[config.mk]
export PLATFORM = sky130hd
export DESIGN_NAME = high_low_range_volatility
export DESIGN_NICKNAME = d
export VERILOG_FILES = /design/src/hdl/hlrv_pkg.sv /design/src/hdl/hlrv_dp.sv /design/src/hdl/hlrv_ctrl.sv /design/src/hdl/high_low_range_volatility.sv
export SDC_FILE = /design/constraint.sdc
export NUM_CORES = 2
export LEC_CHECK = 0
export ABC_AREA = 1
export BUFFER_PORTS_ARGS = -buffer_cell sky130_fd_sc_hd__clkbuf_2
export CORE_MARGIN = 3
export CORE_UTILIZATION = 57
export DETAILED_ROUTE_END_ITERATION = 7
export GPL_TIMING_DRIVEN = 0
export HOLD_SLACK_MARGIN = 0.15
export PLACE_DENSITY = 0.77
export SYNTH_ARGS = -nofsm -noshare
export SYNTH_HDL_FRONTEND = slang
export SYNTH_SLANG_ARGS = --single-unit
[constraint.sdc]
create_clock -name aclk -period 14.2 [get_ports aclk]
set_input_delay 1.42 -clock aclk [delete_from_list [all_inputs] [get_ports aclk]]
set_output_delay 1.42 -clock aclk [all_outputs]
set_load 0.05 [all_outputs]
[src/hdl/hlrv_pkg.sv]
// Shared types and constants of the high-low range volatility estimator.
`timescale 1ns / 1ps
`default_nettype none

package hlrv_pkg;

    localparam int PRICE_W   = 32;
    localparam int E_W       = 5;
    localparam int LOG_FRAC  = 28;
    localparam int LOG_W     = E_W + LOG_FRAC;
    localparam int COEF_W    = 29;
    localparam int PROD_W    = LOG_W + COEF_W;
    localparam int PROD_FRAC = 58;
    localparam int VOL_W     = 20;
    localparam int OUT_FRAC  = 16;
    localparam int ROUND_SH  = PROD_FRAC - OUT_FRAC;
    localparam int CNT_W     = 5;

    // round(sqrt(ln 2) / 2 * 2^30)
    localparam logic [COEF_W-1:0] VOL_COEF = COEF_W'(446974353);

    typedef struct packed {
        logic [PRICE_W-1:0] high_price;
        logic [PRICE_W-1:0] low_price;
        logic               missing;
        logic               series_end;
    } in_beat_t;

    typedef struct packed {
        logic [VOL_W-1:0] volatility;
        logic             valid_res;
    } out_beat_t;

    // Commands from the controller to the datapath.
    typedef struct packed {
        logic acc_en;
        logic norm_en;
        logic norm_sel;
        logic sq_en;
        logic save_h;
        logic sub_en;
        logic mul_en;
        logic out_load;
    } hlrv_cmd_t;

    // Status from the datapath to the controller.
    typedef struct packed {
        logic op_valid;
        logic out_free;
    } hlrv_sts_t;

endpackage

`default_nettype wire

[src/hdl/hlrv_dp.sv]
// Datapath: running extremes, shared log2 squaring unit, scaling and output register.
`timescale 1ns / 1ps
`default_nettype none

module hlrv_dp
    import hlrv_pkg::*;
(
    input  wire logic      aclk,
    input  wire logic      aresetn,
    input  wire in_beat_t  s_data,
    input  wire hlrv_cmd_t cmd,
    output hlrv_sts_t      sts,
    output logic           m_valid,
    input  wire logic      m_ready,
    output out_beat_t      m_data
);

    logic [PRICE_W-1:0]   max_reg, min_reg, max_next, min_next;
    logic [PRICE_W-1:0]   h_op_reg, l_op_reg;
    logic                 op_valid_reg;
    logic [PRICE_W-1:0]   norm_x;
    logic [E_W-1:0]       norm_e;
    logic [PRICE_W-1:0]   m_reg;
    logic [E_W-1:0]       e_reg;
    logic [LOG_FRAC-1:0]  frac_reg;
    logic [2*PRICE_W-1:0] sq_prod;
    logic [PRICE_W:0]     sq_shift;
    logic [LOG_W-1:0]     log_h_reg, diff_reg;
    logic [PROD_W-1:0]    prod_reg;
    logic [PROD_W:0]      rnd;
    logic [VOL_W:0]       vol_full;
    logic [VOL_W-1:0]     vol_sat;
    logic                 m_valid_reg;
    out_beat_t            m_data_reg;

    always_comb begin
        max_next = max_reg;
        min_next = min_reg;
        if (!s_data.missing) begin
            if (s_data.high_price > max_reg) begin
                max_next = s_data.high_price;
            end
            if (s_data.low_price < min_reg) begin
                min_next = s_data.low_price;
            end
        end
    end

    // Index of the top set bit of the selected operand.
    always_comb begin
        norm_x = cmd.norm_sel ? l_op_reg : h_op_reg;
        norm_e = '0;
        for (int i = 0; i < PRICE_W; i++) begin
            if (norm_x[i]) begin
                norm_e = E_W'(i);
            end
        end
    end

    assign sq_prod  = m_reg * m_reg;
    assign sq_shift = sq_prod[2*PRICE_W-1:PRICE_W-1];

    assign rnd      = {1'b0, prod_reg} + ((PROD_W+1)'(1) << (ROUND_SH - 1));
    assign vol_full = rnd[ROUND_SH+VOL_W:ROUND_SH];
    assign vol_sat  = vol_full[VOL_W] ? {VOL_W{1'b1}} : vol_full[VOL_W-1:0];

    always_ff @(posedge aclk) begin
        if (!aresetn) begin
            max_reg      <= '0;
            min_reg      <= '1;
            op_valid_reg <= 1'b0;
        end else if (cmd.acc_en) begin
            if (s_data.series_end) begin
                h_op_reg     <= max_next;
                l_op_reg     <= min_next;
                op_valid_reg <= (max_next != '0) && (min_next != '0) && (max_next > min_next);
                max_reg      <= '0;
                min_reg      <= '1;
            end else begin
                max_reg <= max_next;
                min_reg <= min_next;
            end
        end
    end

    always_ff @(posedge aclk) begin
        if (cmd.norm_en) begin
            m_reg    <= norm_x << (E_W'(PRICE_W - 1) - norm_e);
            e_reg    <= norm_e;
            frac_reg <= '0;
        end else if (cmd.sq_en) begin
            if (sq_shift[PRICE_W]) begin
                m_reg    <= sq_shift[PRICE_W:1];
                frac_reg <= {frac_reg[LOG_FRAC-2:0], 1'b1};
            end else begin
                m_reg    <= sq_shift[PRICE_W-1:0];
                frac_reg <= {frac_reg[LOG_FRAC-2:0], 1'b0};
            end
        end
        if (cmd.save_h) begin
            log_h_reg <= {e_reg, frac_reg};
        end
        if (cmd.sub_en) begin
            diff_reg <= log_h_reg - {e_reg, frac_reg};
        end
        if (cmd.mul_en) begin
            prod_reg <= diff_reg * VOL_COEF;
        end
    end

    always_ff @(posedge aclk) begin
        if (!aresetn) begin
            m_valid_reg <= 1'b0;
        end else if (cmd.out_load) begin
            m_valid_reg <= 1'b1;
        end else if (m_ready) begin
            m_valid_reg <= 1'b0;
        end
    end

    always_ff @(posedge aclk) begin
        if (cmd.out_load) begin
            m_data_reg.volatility <= op_valid_reg ? vol_sat : '0;
            m_data_reg.valid_res  <= op_valid_reg;
        end
    end

    assign sts.op_valid = op_valid_reg;
    assign sts.out_free = !m_valid_reg || m_ready;
    assign m_valid      = m_valid_reg;
    assign m_data       = m_data_reg;

endmodule

`default_nettype wire

[src/hdl/hlrv_ctrl.sv]
// Controller: sequences accumulation, the two logarithms, scaling and result hand-off.
`timescale 1ns / 1ps
`default_nettype none

module hlrv_ctrl
    import hlrv_pkg::*;
(
    input  wire logic      aclk,
    input  wire logic      aresetn,
    input  wire logic      s_valid,
    input  wire logic      series_end,
    output logic           s_ready,
    input  wire hlrv_sts_t sts,
    output hlrv_cmd_t      cmd
);

    localparam logic [2:0] S_IDLE   = 3'd0;
    localparam logic [2:0] S_NORM_H = 3'd1;
    localparam logic [2:0] S_SQ_H   = 3'd2;
    localparam logic [2:0] S_NORM_L = 3'd3;
    localparam logic [2:0] S_SQ_L   = 3'd4;
    localparam logic [2:0] S_SUB    = 3'd5;
    localparam logic [2:0] S_MUL    = 3'd6;
    localparam logic [2:0] S_DONE   = 3'd7;

    logic [2:0]       state_reg, state_next;
    logic [CNT_W-1:0] cnt_reg, cnt_next;
    logic             cnt_last;

    assign cnt_last = (cnt_reg == CNT_W'(LOG_FRAC - 1));

    always_comb begin
        state_next = state_reg;
        cnt_next   = cnt_reg;
        cmd        = '0;
        s_ready    = 1'b0;
        case (state_reg)
            S_IDLE: begin
                s_ready    = 1'b1;
                cmd.acc_en = s_valid;
                if (s_valid && series_end) begin
                    state_next = S_NORM_H;
                end
            end
            S_NORM_H: begin
                cnt_next = '0;
                if (sts.op_valid) begin
                    cmd.norm_en = 1'b1;
                    state_next  = S_SQ_H;
                end else begin
                    state_next = S_DONE;
                end
            end
            S_SQ_H: begin
                cmd.sq_en = 1'b1;
                cnt_next  = cnt_reg + 1'b1;
                if (cnt_last) begin
                    state_next = S_NORM_L;
                end
            end
            S_NORM_L: begin
                cmd.save_h   = 1'b1;
                cmd.norm_en  = 1'b1;
                cmd.norm_sel = 1'b1;
                cnt_next     = '0;
                state_next   = S_SQ_L;
            end
            S_SQ_L: begin
                cmd.sq_en = 1'b1;
                cnt_next  = cnt_reg + 1'b1;
                if (cnt_last) begin
                    state_next = S_SUB;
                end
            end
            S_SUB: begin
                cmd.sub_en = 1'b1;
                state_next = S_MUL;
            end
            S_MUL: begin
                cmd.mul_en = 1'b1;
                state_next = S_DONE;
            end
            S_DONE: begin
                if (sts.out_free) begin
                    cmd.out_load = 1'b1;
                    state_next   = S_IDLE;
                end
            end
            default: begin
                state_next = S_IDLE;
            end
        endcase
    end

    always_ff @(posedge aclk) begin
        if (!aresetn) begin
            state_reg <= S_IDLE;
            cnt_reg   <= '0;
        end else begin
            state_reg <= state_next;
            cnt_reg   <= cnt_next;
        end
    end

endmodule

`default_nettype wire

[src/hdl/high_low_range_volatility.sv]
// Top level of the Parkinson high-low range volatility estimator.
//
//   channel   direction  payload      purpose
//   s_        in         in_beat_t    one high/low price pair per beat
//   m_        out        out_beat_t   one volatility result per series
//
// A beat without series_end keeps the block idle: within a series a new beat
// is accepted every cycle. A series_end beat closes the series: the block then
// computes log2 of the maximum high and of the minimum low one after the other on
// a single shared 32x32 squaring multiplier, then subtracts, scales and rounds.
// s_ready stays low until the result is loaded, which waits while the previous
// result still sits in the output register; invalid series skip the arithmetic.
// aresetn is synchronous and active low; it clears the running extremes and
// drops m_valid. A stall on m_ready never blocks beats inside a series; it only
// lengthens the busy period after the next series_end beat.
`timescale 1ns / 1ps
`default_nettype none

module high_low_range_volatility
    import hlrv_pkg::*;
(
    input  wire logic     aclk,
    input  wire logic     aresetn,
    input  wire logic     s_valid,
    output logic          s_ready,
    input  wire in_beat_t s_data,
    output logic          m_valid,
    input  wire logic     m_ready,
    output out_beat_t     m_data
);

    hlrv_cmd_t cmd;
    hlrv_sts_t sts;

    // The controller steps through the series-end computation; the datapath
    // holds all values and the output register.
    hlrv_ctrl u_ctrl (
        .aclk       (aclk),
        .aresetn    (aresetn),
        .s_valid    (s_valid),
        .series_end (s_data.series_end),
        .s_ready    (s_ready),
        .sts        (sts),
        .cmd        (cmd)
    );

    hlrv_dp u_dp (
        .aclk    (aclk),
        .aresetn (aresetn),
        .s_data  (s_data),
        .cmd     (cmd),
        .sts     (sts),
        .m_valid (m_valid),
        .m_ready (m_ready),
        .m_data  (m_data)
    );

    // A series_end beat always starts the computation, so input stalls next cycle.
    assert property (@(posedge aclk) disable iff (!aresetn)
        (s_valid && s_ready && s_data.series_end) |=> !s_ready)
        else $error("input accepted right after a series_end beat");

    // An invalid result always carries a zero volatility.
    assert property (@(posedge aclk) disable iff (!aresetn)
        (m_valid && !m_data.valid_res) |-> (m_data.volatility == '0))
        else $error("invalid result with nonzero volatility");

    // A result is loaded only at the end of a computation, never while idle.
    assert property (@(posedge aclk) disable iff (!aresetn)
        $rose(m_valid) |-> !$past(s_ready))
        else $error("result appeared without a preceding computation");

    // The output is loaded only outside the idle state and only when it is free.
    assert property (@(posedge aclk) disable iff (!aresetn)
        (cmd.out_load) |-> (!s_ready && sts.out_free))
        else $error("output loaded while busy or full");

endmodule

`default_nettype wire

Word-level counts from Yosys, hierarchy flattened
Index checks and enable logic that the tools add are counted.
- logic and storage cells: 116
- bits in registers: 352
- muxes and demuxes: 62
- $lt $le $gt $ge: 3
- reductions and logical operators: 16
- shift operators: 1
- add/sub/neg operators: 4
- eq/ne operators: 12
- multiply operators: 2
- operators with widths (cell ; number):
    32-bit two-way mux ; 10
    5-bit two-way mux ; 16
    32-bit > comparator ; 2
    32-bit by 32-bit multiplier with 64-bit output ; 1
    32-bit nonzero test ; 2
    62-bit by 42-bit adder with 63-bit output (second input constant) ; 1
    33-bit by 29-bit multiplier with 62-bit output (second input constant) ; 1
    33-bit subtractor ; 1
    32-bit < comparator ; 1
    4-bit two-way mux ; 8
    32-bit by 5-bit left shift with 32-bit output ; 1
    3-bit two-way mux ; 9
    3-bit case mux with 8 select lines ; 1
    20-bit two-way mux ; 1
    1-bit two-way mux ; 13
    3-bit equality test (second input constant) ; 4
    5-bit case mux with 2 select lines ; 1
    3-bit by 2-bit equality test with 1-bit output (second input constant) ; 2
    2-bit by 1-bit != test with 1-bit output (second input constant) ; 3
    2-bit nonzero test ; 3
    5-bit by 1-bit adder with 5-bit output (second input constant) ; 1
    5-bit equality test (second input constant) ; 1
    5-bit subtractor (first input constant) ; 1
    2-bit two-way mux ; 2
    other kinds (11) ; 14

Logic depth before layout (Yosys ltp)
- depth after elaboration: 37
- gate-level depth with buffers: 43
- gate-level depth less buffers: 42

Cells and area by module
From an unflattened synthesis, not the netlist that was laid out.
- cells, all modules: 6902
- area total of the unflattened synthesis: 60508.0 um^2
- by module, submodules not included (module ; area each (um^2) ; cells each ; instances ; seq. area each (um^2)):
    hlrv_dp ; 59963.8 ; 6816 ; 1 ; 8157.8
    hlrv_ctrl ; 544.3 ; 86 ; 1 ; 160.2

Worst setup path after synthesis
Ideal clock, no wire load.
- path kind: register to register
- from: register u_dp.m_reg[20]
- to: register u_dp.m_reg[3], data pin
- data arrival time: 7.376 ns
- path slack: 6.560 ns
- buffers on the path: 3
- clock period less this slack: 7.640 ns
- stages on the path, launching flop included: 31
- data required time: 13.936 ns
- path through: edfxtp_1 clkbuf_1 clkbuf_1 nand2_1 fa_1 inv_1 fa_1 inv_1 fa_1 fa_1 inv_1 fa_1 fa_1 fa_1 fa_1 ha_1 nand2_1 nor2_1 nand2_1 nor4b_1 nand3_1 nand3_1 nand3_1 o221ai_1 nand2_1 o211ai_1 xnor2_1 clkinv_1 clkbuf_1 o211ai_1 o21ai_0
- cells in the longest elaborated chain, start to end: 4
- ends and longest elaborated chain (what ; line ; text):
    start, declared ; hlrv_dp.sv:23 ; logic [PRICE_W-1:0] m_reg;
    start signal, assigned ; hlrv_dp.sv:88 ; m_reg <= norm_x << (E_W'(PRICE_W - 1) - norm_e);
    start signal, assigned ; hlrv_dp.sv:93 ; m_reg <= sq_shift[PRICE_W:1];
    start signal, assigned ; hlrv_dp.sv:96 ; m_reg <= sq_shift[PRICE_W-1:0];
    32-bit by 32-bit multiplier with 64-bit output ; hlrv_dp.sv:60 ; assign sq_prod = m_reg * m_reg;
    32-bit two-way mux ; hlrv_dp.sv:92 ; if (sq_shift[PRICE_W]) begin
    32-bit two-way mux ; hlrv_dp.sv:91 ; end else if (cmd.sq_en) begin
    32-bit two-way mux ; hlrv_dp.sv:87 ; if (cmd.norm_en) begin
Every way passes these cells. The select of a mux whose other input is x is not followed.
A chain may end at the register's enable or synchronous reset.

Final worst setup path
- from: register u_dp.m_reg[20]
- to: register u_dp.m_reg[10], data pin
Same word-level chain as after synthesis.

==> impl_metrics.py <==
metrics = {
    "synth": {
        "syn-mean-instance-area_um2": 8.84,
        "async_reset_ff_share_pct": 0,
        "synth.net_count": 8729,
        "synth_edf_count": 209,
        "yosysSeqAreaShare_pct": 13.9,
        "ys_types": 57,
        "yosys_warnings": 0,
        "synthCells": 6775,
        "netlist_area_mm2": 0.0599,
        "synth-main-ff-cell": "edfxtp_1",
        "synth_seq_cells": 311,
    },
    "sta": {
        "setup_viol": 0,
        "clock_skew_ns": 0.0434,
        "finalHoldViolations": 0,
        "fmax_ghz": 0.0929,
        "worst_pin_slew_ns": 1.46,
        "fin_tns_setup_ns": 0,
        "period_share_pct": 75.8,
        "grt_setup_unrepaired": "false",
        "relSlewSlack_pct": 2.35,
        "maxSlewViolCount": 0,
        "finalCriticalPeriod_ns": 10.76,
    },
    "detailed_routing": {
        "wirelength_um": 169000,
        "drt-vias-per-instance": 5.62,
        "drt_iter0_drc": 4022,
        "drt_first_pass_iters": 6,
        "drcViolationCount": 0,
        "num_vias": 46800,
        "route.detailed.wl_per_inst_um": 20.3,
        "drtAntennaViolNets": 0,
    },
    "critical_path": {
        "crit_arrival_ns": 11.03,
        "path_common_cell": "fa_1",
        "worst_setup_path_start_kind": "flop",
        "slowest_delay_ns": 1.03,
        "critPathCaptureType": "flop",
        "crit_path_max_fanout": 10,
        "r2r_setup_slack_ns": 3.44,
        "critPathKind": "flop to flop",
        "slowest_stage": "clkbuf_1",
        "required_ns": 14.46,
    },
    "clock_tree": {
        "ctsResizeCount": 0,
        "clkLatencyLatePin_ns": 0.58,
        "root_buffer": "clkbuf_16",
        "post_cts_buffers": 0,
        "cts_made_buffers": 35,
        "cts_tree": "built",
        "hold_buffers": 0,
        "h-tree-depth": 2,
        "cts_buffer_depth": 3,
        "clk_pin_slew_ns": 0.06,
        "cts_sinks": 311,
    },
    "run_status": {
        "status": "finished clean",
    },
    "floorplan": {
        "die_w_um": 330,
        "die_height_um": 330,
        "row_count": 118,
        "coreArea_mm2": 0.104,
        "initial_core_util_pct": 57.6,
        "die_area_mm2": 0.109,
        "pin_count": 93,
    },
    "run": {
        "cap_violations": 0,
    },
    "global_route": {
        "grt.busiest_layer": "met2",
        "grt_pass1_vias": 48700,
        "met3_usage_pct": 6.85,
        "grtUsageMet2_pct": 50.7,
        "grtUsageTotal_pct": 31.9,
        "grt_max_degree": 36,
        "antenna_found_initial": 1,
        "grt.overflow.total": 0,
        "globalRouteMet1Util_pct": 42.8,
        "grt_pass1_wl_um": 268000,
    },
    "layout": {
        "layout_commonest_cell": "inv_1",
        "nets": 8863,
        "fillCellCount": 9033,
        "regArea_mm2": 0.00832,
        "multi_input_area_mm2": 0.0439,
        "syn2layout_area_growth_pct": 5.88,
        "drive_gt1_share_pct": 3.19,
        "final_cell_mix": "1852 x inv_1, 1098 x nand2_1, 1080 x fa_1, 804 x ha_1, 313 x a21oi_1",
    },
    "place": {
        "hpwl_um": 140000,
        "portBuffers": 92,
        "finalWeightedCongestion": 1.00,
    },
    "min_path": {
        "hp-class": "flop to flop",
    },
}
-- cell type report --
type / instances / share of cell area, %
inverter: 1862 / 11.0
multi-input combinational: 4417 / 69.1
buffer: 185 / 1.19
sequential: 311 / 13.1
antenna: 2 / 0.00789
tap: 1380 / 2.72
clock buffer: 44 / 1.53
timing repair buffer: 97 / 0.876
clock inverter: 20 / 0.396
-- synth_stat cells, types with 3 or more instances --
library cell	count	share of area, %
a211oi_1	9	0.11
a21boi_0	3	0.038
a21o_1	13	0.16
a21oi_1	313	2.6
a221oi_1	3	0.044
a31oi_1	29	0.30
and3_1	3	0.031
buf_1	11	0.069
buf_2	9	0.075
buf_4	4	0.050
buf_6	4	0.075
clkbuf_1	157	0.98
clkinv_1	4	0.025
dfxtp_1	102	3.4
edfxtp_1	209	10
fa_1	1080	36
ha_1	804	17
inv_1	1852	12
inv_2	6	0.038
nand2_1	1098	6.9
nand2_2	3	0.031
nand3_1	288	2.4
nand4_1	35	0.37
nor2_1	219	1.4
nor3_1	19	0.16
nor4_1	22	0.23
o2111ai_1	3	0.044
o211ai_1	55	0.69
o21a_1	29	0.36
o21ai_0	143	1.2
o21ai_1	7	0.058
o21bai_1	9	0.11
o221ai_1	8	0.12
o22ai_1	28	0.29
o31ai_1	11	0.14
or2_0	3	0.031
or2_2	28	0.29
xnor2_1	49	0.72
xor2_1	78	1.1
-- worst max-delay path, delay by kind of cell (launching register included) --
| kind | cells | cell delay (ns) |
|---|---|---|
| buffers and inverters | 7 | 2.54 |
| and+or+nand+nor | 12 | 2.49 |
| adders and majority gates | 9 | 4.53 |
| xor gates and xnor gates | 1 | 0.16 |
| DFF | 1 | 0.35 |
| AOI/OAI and AO/OA | 2 | 0.36 |
-- logic make-up after synthesis --
| kind of cell | count (synthesis) | synth area share, % |
|---|---|---|
| DFF | 311 | 13.9 |
| xor gates and xnor gates | 127 | 1.86 |
| and+or+nand+nor | 1730 | 12.0 |
| adders and majority gates | 1884 | 52.9 |
| buffers and inverters | 2047 | 12.9 |
| AOI/OAI and AO/OA | 675 | 6.47 |
| muxes | 1 | 0.0167 |
-- path summary, 6_finish.rpt --
path	from	to	cells past startpoint
max	u_dp.m_reg[20]	u_dp.m_reg[10]	31
min	u_dp.frac_reg[3]	u_dp.log_h_reg[3]	0
max reg2reg	u_dp.m_reg[20]	u_dp.m_reg[10]	31
min reg2reg	u_dp.frac_reg[3]	u_dp.log_h_reg[3]	0
-- layer usage --
layer	vias up	wire length [µm]
met5	-	13
met4	2	8460
met3	556	17200
met2	2228	76400
met1	23000	67000
li1	21000	-
-- metrics by stage --
step | util [%] | hold WS, ns | cells | setup WS [ns] | cell area [µm²]
after floorplan | - | 0.408 | 6775 | 6.56 | 59900
final | 61.0 | 0.430 | 8318 | 3.44 | 63400
after detailed placement | 59.8 | 0.415 | 8252 | 3.78 | 62200
after global routing | 61.0 | 0.436 | 8316 | 2.96 | 63400
after global placement | 59.7 | 0.409 | 8247 | 3.89 | 62100
after CTS | 61.0 | 0.432 | 8316 | 3.77 | 63400
Power is left out: the tool's default activity adds up to more than one toggle a clock period on the data nets, which glitch-free logic cannot reach.
